<file path="src/rtl/tonc_pkg.sv">
package tonc_pkg;

  localparam logic [7:0] B_IAC  = 8'd255;
  localparam logic [7:0] B_DONT = 8'd254;
  localparam logic [7:0] B_DO   = 8'd253;
  localparam logic [7:0] B_WONT = 8'd252;
  localparam logic [7:0] B_WILL = 8'd251;
  localparam logic [7:0] B_SB   = 8'd250;
  localparam logic [7:0] B_SE   = 8'd240;
  localparam logic [7:0] B_SEND = 8'd1;
  localparam logic [7:0] B_IS   = 8'd0;

  localparam logic [7:0] OPT_ECHO  = 8'd1;
  localparam logic [7:0] OPT_SGA   = 8'd3;
  localparam logic [7:0] OPT_TTYPE = 8'd24;
  localparam logic [7:0] OPT_NAWS  = 8'd31;

  localparam int LEN_W = 4;
  localparam int SEQ_W = 4;

  localparam int QDEPTH = 4;
  localparam int QPTR_W = 2;
  localparam int QCNT_W = 3;

  localparam logic [1:0] CFG_TT_CHARS = 2'd0;
  localparam logic [1:0] CFG_TT_LEN   = 2'd1;
  localparam logic [1:0] CFG_COLUMNS  = 2'd2;
  localparam logic [1:0] CFG_ROWS     = 2'd3;

  typedef enum logic [1:0] {
    CMD_DATA,
    CMD_REPLY3,
    CMD_NAWS,
    CMD_TTIS
  } cmd_kind_t;

  // One classified command, expanded to beats by the back end.
  typedef struct packed {
    cmd_kind_t  kind;
    logic [7:0] b1;
    logic [7:0] b2;
    logic       echo;
  } cmd_t;

endpackage

</file>
<file path="src/rtl/tonc_front.sv">
module tonc_front
  import tonc_pkg::*;
(
  input  logic       clk,
  input  logic       rst_n,
  input  logic       accept,
  input  logic [7:0] rx_byte,
  input  logic       tt_present,
  output logic       q_push,
  output cmd_t       q_wdata
);

  typedef enum logic [1:0] {
    PH_IDLE,
    PH_IAC,
    PH_OPT,
    PH_SUB
  } phase_t;

  typedef enum logic [2:0] {
    V_SB,
    V_DO,
    V_DONT,
    V_WILL,
    V_WONT
  } verb_t;

  phase_t     phase_r, phase_nxt;
  verb_t      verb_r, verb_nxt;
  logic [1:0] sub_cnt_r, sub_cnt_nxt;
  logic       sub_match_r, sub_match_nxt;
  logic       push_c;
  cmd_t       cmd_c;
  logic [7:0] want;
  logic       match_c;

  always_comb begin
    phase_nxt     = PH_IDLE;
    verb_nxt      = verb_r;
    sub_cnt_nxt   = sub_cnt_r;
    sub_match_nxt = sub_match_r;
    push_c        = 1'b0;
    cmd_c.kind    = CMD_REPLY3;
    cmd_c.b1      = B_DONT;
    cmd_c.b2      = rx_byte;
    cmd_c.echo    = 1'b0;
    want          = (sub_cnt_r == 2'd0) ? B_SEND : ((sub_cnt_r == 2'd1) ? B_IAC : B_SE);
    match_c       = sub_match_r & (rx_byte == want);

    case (phase_r)
      PH_IDLE: begin
        if (rx_byte == B_IAC) begin
          phase_nxt = PH_IAC;
        end else begin
          push_c     = 1'b1;
          cmd_c.kind = CMD_DATA;
          cmd_c.b1   = rx_byte;
        end
      end
      PH_IAC: begin
        case (rx_byte)
          B_IAC: begin
            push_c     = 1'b1;
            cmd_c.kind = CMD_DATA;
            cmd_c.b1   = B_IAC;
          end
          B_SB: begin
            verb_nxt  = V_SB;
            phase_nxt = PH_OPT;
          end
          B_DO: begin
            verb_nxt  = V_DO;
            phase_nxt = PH_OPT;
          end
          B_DONT: begin
            verb_nxt  = V_DONT;
            phase_nxt = PH_OPT;
          end
          B_WILL: begin
            verb_nxt  = V_WILL;
            phase_nxt = PH_OPT;
          end
          B_WONT: begin
            verb_nxt  = V_WONT;
            phase_nxt = PH_OPT;
          end
          default: ;  // unknown verb swallowed
        endcase
      end
      PH_OPT: begin
        case (verb_r)
          V_SB: begin
            if (rx_byte == OPT_TTYPE && tt_present) begin
              phase_nxt     = PH_SUB;
              sub_cnt_nxt   = 2'd0;
              sub_match_nxt = 1'b1;
            end
          end
          V_DO: begin
            push_c = 1'b1;
            if (rx_byte == OPT_SGA) begin
              cmd_c.b1 = B_WILL;
            end else if (rx_byte == OPT_TTYPE) begin
              cmd_c.b1 = tt_present ? B_WILL : B_WONT;
            end else if (rx_byte == OPT_NAWS) begin
              cmd_c.kind = CMD_NAWS;
            end else begin
              cmd_c.b1 = B_WONT;
            end
          end
          V_DONT: begin
            push_c   = 1'b1;
            cmd_c.b1 = B_WONT;
          end
          V_WILL: begin
            push_c = 1'b1;
            if (rx_byte == OPT_ECHO) begin
              cmd_c.b1   = B_DO;
              cmd_c.echo = 1'b1;
            end else if (rx_byte == OPT_SGA) begin
              cmd_c.b1 = B_DO;
            end
          end
          default: begin
            push_c = 1'b1;
          end
        endcase
      end
      PH_SUB: begin
        if (sub_cnt_r != 2'd2) begin
          phase_nxt     = PH_SUB;
          sub_cnt_nxt   = sub_cnt_r + 2'd1;
          sub_match_nxt = match_c;
        end else begin
          push_c        = match_c;
          cmd_c.kind    = CMD_TTIS;
          sub_cnt_nxt   = 2'd0;
          sub_match_nxt = 1'b1;
        end
      end
      default: ;
    endcase
  end

  always_ff @(posedge clk) begin
    if (!rst_n) begin
      phase_r     <= PH_IDLE;
      verb_r      <= V_SB;
      sub_cnt_r   <= 2'd0;
      sub_match_r <= 1'b1;
    end else if (accept) begin
      phase_r     <= phase_nxt;
      verb_r      <= verb_nxt;
      sub_cnt_r   <= sub_cnt_nxt;
      sub_match_r <= sub_match_nxt;
    end
  end

  assign q_push  = accept & push_c;
  assign q_wdata = cmd_c;

endmodule

</file>
<file path="src/rtl/tonc_queue.sv">
module tonc_queue
  import tonc_pkg::*;
(
  input  logic clk,
  input  logic rst_n,
  input  logic push,
  input  cmd_t wdata,
  input  logic pop,
  output cmd_t rdata,
  output logic full,
  output logic empty
);

  cmd_t              mem [QDEPTH];
  logic [QPTR_W-1:0] wr_ptr_r;
  logic [QPTR_W-1:0] rd_ptr_r;
  logic [QCNT_W-1:0] cnt_r;

  assign full  = (cnt_r == QCNT_W'(QDEPTH));
  assign empty = (cnt_r == '0);
  assign rdata = mem[rd_ptr_r];

  always_ff @(posedge clk) begin
    if (push) begin
      mem[wr_ptr_r] <= wdata;
    end
  end

  always_ff @(posedge clk) begin
    if (!rst_n) begin
      wr_ptr_r <= '0;
      rd_ptr_r <= '0;
      cnt_r    <= '0;
    end else begin
      if (push) wr_ptr_r <= wr_ptr_r + 1'b1;
      if (pop)  rd_ptr_r <= rd_ptr_r + 1'b1;
      case ({push, pop})
        2'b10:   cnt_r <= cnt_r + 1'b1;
        2'b01:   cnt_r <= cnt_r - 1'b1;
        default: cnt_r <= cnt_r;
      endcase
    end
  end

endmodule

</file>
<file path="src/rtl/tonc_back.sv">
module tonc_back
  import tonc_pkg::*;
#(
  parameter int TT_W = 64
) (
  input  logic             clk,
  input  logic             rst_n,
  input  cmd_t             cmd,
  input  logic             q_empty,
  output logic             q_pop,
  input  logic [TT_W-1:0]  tt_chars,
  input  logic [LEN_W-1:0] tt_len,
  input  logic [15:0]      columns,
  input  logic [15:0]      rows,
  output logic             out_valid,
  input  logic             out_pop,
  output logic             out_dest,
  output logic [7:0]       out_byte,
  output logic             out_echo_off,
  output logic             out_last
);

  logic [SEQ_W-1:0] k_r;
  logic             out_valid_r;
  logic             dest_r, echo_r, last_r;
  logic [7:0]       byte_r;

  logic             emit;
  logic [7:0]       byte_c;
  logic             last_c;
  logic [63:0]      tt64;
  logic [2:0]       ch_idx;
  logic [SEQ_W-1:0] tt_end;

  assign tt64   = 64'(tt_chars);
  assign ch_idx = 3'(k_r - SEQ_W'(4));
  assign tt_end = SEQ_W'(tt_len) + SEQ_W'(5);

  // beat k of the current command
  always_comb begin
    byte_c = B_IAC;
    last_c = 1'b0;
    case (cmd.kind)
      CMD_DATA: begin
        byte_c = cmd.b1;
        last_c = 1'b1;
      end
      CMD_REPLY3: begin
        case (k_r)
          SEQ_W'(0): byte_c = B_IAC;
          SEQ_W'(1): byte_c = cmd.b1;
          default:   byte_c = cmd.b2;
        endcase
        last_c = (k_r == SEQ_W'(2));
      end
      CMD_NAWS: begin
        case (k_r)
          SEQ_W'(0):  byte_c = B_IAC;
          SEQ_W'(1):  byte_c = B_WILL;
          SEQ_W'(2):  byte_c = OPT_NAWS;
          SEQ_W'(3):  byte_c = B_IAC;
          SEQ_W'(4):  byte_c = B_SB;
          SEQ_W'(5):  byte_c = OPT_NAWS;
          SEQ_W'(6):  byte_c = columns[15:8];
          SEQ_W'(7):  byte_c = columns[7:0];
          SEQ_W'(8):  byte_c = rows[15:8];
          SEQ_W'(9):  byte_c = rows[7:0];
          SEQ_W'(10): byte_c = B_IAC;
          default:    byte_c = B_SE;
        endcase
        last_c = (k_r == SEQ_W'(11));
      end
      CMD_TTIS: begin
        if (k_r == SEQ_W'(0)) begin
          byte_c = B_IAC;
        end else if (k_r == SEQ_W'(1)) begin
          byte_c = B_SB;
        end else if (k_r == SEQ_W'(2)) begin
          byte_c = OPT_TTYPE;
        end else if (k_r == SEQ_W'(3)) begin
          byte_c = B_IS;
        end else if (k_r < tt_end - SEQ_W'(1)) begin
          byte_c = tt64[ch_idx*8 +: 8];
        end else if (k_r == tt_end - SEQ_W'(1)) begin
          byte_c = B_IAC;
        end else begin
          byte_c = B_SE;
        end
        last_c = (k_r == tt_end);
      end
      default: ;
    endcase
  end

  assign emit  = !q_empty && (!out_valid_r || out_pop);
  assign q_pop = emit && last_c;

  always_ff @(posedge clk) begin
    if (!rst_n) begin
      k_r         <= '0;
      out_valid_r <= 1'b0;
    end else begin
      if (emit) begin
        k_r <= last_c ? '0 : k_r + SEQ_W'(1);
      end
      if (emit) begin
        out_valid_r <= 1'b1;
      end else if (out_pop) begin
        out_valid_r <= 1'b0;
      end
    end
  end

  always_ff @(posedge clk) begin
    if (emit) begin
      dest_r <= (cmd.kind != CMD_DATA);
      byte_r <= byte_c;
      echo_r <= cmd.echo & last_c;
      last_r <= last_c;
    end
  end

  assign out_valid    = out_valid_r;
  assign out_dest     = dest_r;
  assign out_byte     = byte_r;
  assign out_echo_off = echo_r;
  assign out_last     = last_r;

  a_seq_needs_cmd: assert property (@(posedge clk) disable iff (!rst_n)
    (k_r != '0) |-> !q_empty)
    else $error("beat counter mid-command with no command queued");

  a_echo_on_last: assert property (@(posedge clk) disable iff (!rst_n)
    (out_valid_r && out_echo_off) |-> out_last)
    else $error("echo_off on a beat that is not last");

  a_hold_stalled: assert property (@(posedge clk) disable iff (!rst_n)
    (out_valid_r && !out_pop) |=> (out_valid_r && $stable(byte_r) && $stable(last_r)))
    else $error("stalled result beat changed");

  a_pop_only_last: assert property (@(posedge clk) disable iff (!rst_n)
    q_pop |-> (emit && last_c))
    else $error("command retired before its last beat");

endmodule

</file>
<file path="src/rtl/telnet_option_negotiator_core.sv">
// Telnet option negotiator. Received bytes enter on in_push/in_full, at most one per cycle,
// and are taken every cycle while the four-entry command queue between the parser and the
// reply generator has room. Plain bytes come out as one data beat (dest 0); option commands
// come out as reply beats to the host (dest 1): three for an ordinary reply, twelve for the
// NAWS answer, six plus the term type length for the term type answer. The reply generator
// sends one beat per cycle unless out_pop stalls it, and the parser keeps accepting while
// replies drain. out_last marks a byte's final beat. Configuration writes are taken at once
// and must be made while the block is idle.
module telnet_option_negotiator_core
  import tonc_pkg::*;
#(
  parameter int TERM_TYPE_MAX_CHARS = 8
) (
  input  logic        clk,
  input  logic        rst_n,
  input  logic        in_push,
  input  logic [7:0]  in_rx_byte,
  output logic        in_full,
  output logic        out_empty,
  input  logic        out_pop,
  output logic        out_dest,
  output logic [7:0]  out_out_byte,
  output logic        out_echo_off,
  output logic        out_last,
  input  logic        cfg_we,
  input  logic [1:0]  cfg_idx,
  input  logic [63:0] cfg_data
);

  localparam int TT_W = 8 * TERM_TYPE_MAX_CHARS;

  logic [TT_W-1:0]  tt_chars_r;
  logic [LEN_W-1:0] tt_len_r;
  logic [15:0]      columns_r;
  logic [15:0]      rows_r;
  logic [LEN_W-1:0] tt_len_eff;

  logic accept;
  logic q_push, q_pop, q_full, q_empty;
  cmd_t q_wdata, q_rdata;
  logic out_valid;

  always_ff @(posedge clk) begin
    if (!rst_n) begin
      tt_chars_r <= '0;
      tt_len_r   <= '0;
      columns_r  <= 16'd80;
      rows_r     <= 16'd24;
    end else if (cfg_we) begin
      case (cfg_idx)
        CFG_TT_CHARS: tt_chars_r <= cfg_data[TT_W-1:0];
        CFG_TT_LEN:   tt_len_r   <= cfg_data[LEN_W-1:0];
        CFG_COLUMNS:  columns_r  <= cfg_data[15:0];
        CFG_ROWS:     rows_r     <= cfg_data[15:0];
        default: ;
      endcase
    end
  end

  assign tt_len_eff = (tt_len_r > LEN_W'(TERM_TYPE_MAX_CHARS)) ?
                      LEN_W'(TERM_TYPE_MAX_CHARS) : tt_len_r;

  assign in_full = q_full;
  assign accept  = in_push && !q_full;

  tonc_front u_front (
    .clk        (clk),
    .rst_n      (rst_n),
    .accept     (accept),
    .rx_byte    (in_rx_byte),
    .tt_present (tt_len_eff != '0),
    .q_push     (q_push),
    .q_wdata    (q_wdata)
  );

  tonc_queue u_queue (
    .clk   (clk),
    .rst_n (rst_n),
    .push  (q_push),
    .wdata (q_wdata),
    .pop   (q_pop),
    .rdata (q_rdata),
    .full  (q_full),
    .empty (q_empty)
  );

  tonc_back #(
    .TT_W (TT_W)
  ) u_back (
    .clk          (clk),
    .rst_n        (rst_n),
    .cmd          (q_rdata),
    .q_empty      (q_empty),
    .q_pop        (q_pop),
    .tt_chars     (tt_chars_r),
    .tt_len       (tt_len_eff),
    .columns      (columns_r),
    .rows         (rows_r),
    .out_valid    (out_valid),
    .out_pop      (out_pop),
    .out_dest     (out_dest),
    .out_byte     (out_out_byte),
    .out_echo_off (out_echo_off),
    .out_last     (out_last)
  );

  assign out_empty = !out_valid;

endmodule

</file>
<file path="config.mk">
export PLATFORM = sky130hd
export DESIGN_NAME = telnet_option_negotiator_core
export DESIGN_NICKNAME = d
export VERILOG_FILES = /design/src/rtl/tonc_pkg.sv /design/src/rtl/tonc_front.sv /design/src/rtl/tonc_queue.sv /design/src/rtl/tonc_back.sv /design/src/rtl/telnet_option_negotiator_core.sv
export SDC_FILE = /design/constraint.sdc
export NUM_CORES = 1
export LEC_CHECK = 0
export BUFFER_PORTS_ARGS = -buffer_cell sky130_fd_sc_hd__buf_4
export CAP_MARGIN = 20
export CORE_AREA = 2 2 137 139
export DETAILED_ROUTE_END_ITERATION = 16
export DIE_AREA = 0 0 139 141
export GPL_ROUTABILITY_DRIVEN = 0
export GPL_TIMING_DRIVEN = 0
export PLACE_DENSITY = 0.75
export SETUP_SLACK_MARGIN = 0.5
export SLEW_MARGIN = 10
export SYNTH_ARGS = -nofsm -noshare
export SYNTH_HDL_FRONTEND = slang
export SYNTH_SLANG_ARGS = --single-unit
</file>
<file path="constraint.sdc">
create_clock -name clk -period 8.2 [get_ports clk]
set_input_delay 0.82 -clock clk [delete_from_list [all_inputs] [get_ports clk]]
set_output_delay 0.82 -clock clk [all_outputs]
set_load 0.05 [all_outputs]
</file>
==> reports/results.txt <==
status: finished clean
final HPWL from detailed placement: 18340 um
worst reg2reg path depth: 11
Worst-Margin Slew: 1025 ps
type of the tightest min-delay check: flip-flop to flip-flop
number of global-route vias before repair: 7618
detailed route wirelength on metal2: 12370 um
DR WL met3: 1748 um
top library cells by usage in the layout, fill and taps aside: nand2_1 (233), dfxtp_1 (122), a21boi_1 (99), buf_4 (90), edfxtp_1 (87)
clock net sink count: 209
sequential-to-total area share from yosys stat: 50.89%
final-stage net count: 1185
setup slack after layout: 4474 ps
kind of end point of the critical path: flip-flop
commonest non-fill, non-tap cell in the layout: nand2_1
cell row count: 50
mean number of vias per cell: 5.889
Final min period: 3726 ps
Mapped Cells: 972
post-cts hold buffer count: 0
global route total overflow: 0
clock insertion delay at the later pin of the skew report: 520 ps
Worst Hold Slack: 449.2 ps
Layout fillers: 1521
die extent in x: 139 um
I/O pin count: 92
total of cells resized after clock tree synthesis: 0
global-route usage over all layers: 26.39%
required time at the worst-slack endpoint: 8450 ps
area growth from synthesis to final layout: 17.36%
first-pass GRT wire length: 41100 um
max-cap viol count: 0
fraction of final layout cells sized beyond drive strength 1: 16.49%
DRT met1 WL: 11010 um
total instance count after detailed placement: 1296
Total Routed Length: 26030 um
antenna-violating nets left: 0
post-synthesis average cell area: 10.22 sq um
share of the clock period used by the worst path after layout: 45.44%
post-CTS clock slew at the launch and capture registers of the worst setup and hold paths: 60 ps
startpoint-to-endpoint class of the critical path: flip-flop to flip-flop
number of distinct standard cells referenced by the synthesized netlist: 62
EDFF count, synth: 87
uppermost layer routed: met4
Post-synth top flop: dfxtp_1
number of synthesis warnings: 0
maximum clock frequency: 268.4 MHz
Final setup violation count: 0
leakage: 4.185 nW
number of antenna violations at the first check in global routing: 0
setup slack of the most critical reg-to-reg path: 4470 ps
endpoints failing hold: 0
number of antenna diodes: 0
Cell Pwr Density: 268.5 nW/um^2
setup repair after global routing missed its margin: no
post-route non-filler standard cell count: 1338
largest clock skew in the final design: 9.994 ps
core box area: 18270 sq um
vias: 7880
count of TritonRoute iterations in the first routing pass: 5
Max rail drop VDD: 0.2560 mV
First DRT Iteration DRCs: 745
total negative setup slack: 0 ps
Async S/R FF share, synth: 0%
kind of start point of the critical path: flip-flop
worst hold path cell count: 2
post-synth net total: 1070
worst relative slew slack: 31.69%
worst setup slack before clock tree synthesis: 4262 ps
Crit path arrival time: 3970 ps
area of the die: 19600 sq um
CTS Root Buffer Type: clkbuf_16
Max clock buf depth: 3
CTS tree: built
Design Power: 3.130 mW
summed instance area of the synthesized netlist: 9933 sq um
routed wire length per instance: 19.45 um
Seq cells post-synth: 209
count of H-tree levels built during CTS: 1
number of remaining DRC errors: 0
Max Transition Viols Final: 0
maximum number of pins on one net before global-route repair: 20
Max FO, Critical Path: 10
port bufs: 90
initial cell density of the core: 54.38%
TritonCTS buffer count: 23
number of post-CTS setup repair buffers: 0
die outline height: 141 um
[metal layers]
metal / GRT usage [%] / vias up
li1: - / 3710
met3: 3.091 / 65
met2: 43.69 / 306
met5: 0 / -
met1: 36.30 / 3799
met4: 9.410 / 0
[cells in the mapped netlist (all sizes together) (3+ instances only)]
library cell / count / share of area [%]
a22oi: 7 / 0.53
mux4: 35 / 7.9
o21ai: 26 / 1.3
nor2: 31 / 1.2
mux2i: 16 / 1.6
and3: 4 / 0.25
edfxtp: 87 / 26
nand3: 29 / 1.5
a21oi: 21 / 1.1
nand3b: 3 / 0.23
a21o: 3 / 0.23
nand2b: 15 / 0.94
dfxtp: 122 / 25
and2: 15 / 0.94
inv: 24 / 0.91
xor2: 4 / 0.35
o211ai: 7 / 0.53
o22ai: 14 / 0.88
a32o: 3 / 0.30
a31oi: 3 / 0.19
o221ai: 8 / 0.71
o21a: 4 / 0.30
nand2: 233 / 8.8
a21boi: 100 / 7.6
buf: 11 / 0.49
or3: 4 / 0.25
nor2b: 12 / 0.76
or2: 5 / 0.31
a221o: 4 / 0.40
nand4: 3 / 0.19
nor3b: 4 / 0.30
xnor2: 5 / 0.44
a211oi: 5 / 0.38
clkbuf: 53 / 2.0
ha: 18 / 2.3
nor3: 7 / 0.35
[worst paths after layout]
check                                 endpoint                        from
setup reg to reg  u_back.out_byte[7]$_DFFE_PP_  u_back.k_r[1]$_SDFFE_PN0P_
hold reg to reg     tt_chars_r[1]$_SDFFE_PN0P_  tt_chars_r[1]$_SDFFE_PN0P_
setup / recovery  u_back.out_byte[7]$_DFFE_PP_  u_back.k_r[1]$_SDFFE_PN0P_
hold / removal      tt_chars_r[1]$_SDFFE_PN0P_  tt_chars_r[1]$_SDFFE_PN0P_
[critical path: stages (launching register included)]
cell	delay, ps
dfxtp_1	480
buf_1	530
clkbuf_1	610
inv_2	130
ha_1	210
clkbuf_1	220
clkbuf_1	300
nand3_1	170
o21ai_0	100
a221o_1	320
o221ai_1	260
o21ai_1	120
[cells by family after synthesis]
kind of cell / after synthesis / share of synthesized area, %
adder cells (fa/ha/maj): 19 / 2.469
buffers and inverters: 88 / 3.401
AND/OR/NAND/NOR: 377 / 17.07
flip-flops: 209 / 50.89
AO/OA/AOI/OAI: 219 / 15.83
multiplexers: 51 / 9.548
XOR/XNOR: 9 / 0.7935
[flip-flops by register name (all words and copies together) (netlist names), 2 cells and up, named ones only]
| register | count |
|---|---|
| columns_r | 16 |
| u_queue.cnt_r | 3 |
| u_back.out_byte | 8 |
| u_back.k_r | 4 |
| rows_r | 16 |
| u_front.phase_r | 2 |
| u_queue.mem | 76 |
| u_front.sub_cnt_r | 2 |
| u_queue.rd_ptr_r | 2 |
| tt_chars_r | 64 |
| tt_len_r | 4 |
| u_queue.wr_ptr_r | 2 |
| u_front.verb_r | 3 |
[power breakdown]
group          leakage, nW  switching, mW  internal (mW)
Sequential            1.79         0.0454           1.21
Clock                0.362          0.428          0.604
Combinational         2.03          0.546          0.295
[stage by stage]
stage / util, % / area, sq um
2_1_floorplan: - / 9933
3_3_place_gp: 59.68 / 10900
3_5_place_dp: 59.68 / 10900
4_1_cts: 63.82 / 11660
5_1_grt: 63.82 / 11660
6_report: 63.82 / 11660
[cell type report]
type | instances | area [sq um] | area share [%]
Multi-Input combinational cell | 675 | 4541 | 38.95
Inverter | 24 | 90.09 | 0.7728
Sequential cell | 209 | 5055 | 43.36
Timing Repair Buffer | 90 | 675.6 | 5.796
Buffer | 64 | 247.7 | 2.125
Tap cell | 234 | 292.8 | 2.512
Clock inverter | 14 | 137.6 | 1.181
Clock buffer | 28 | 618.1 | 5.302
(Power assumes the default switching activity.)
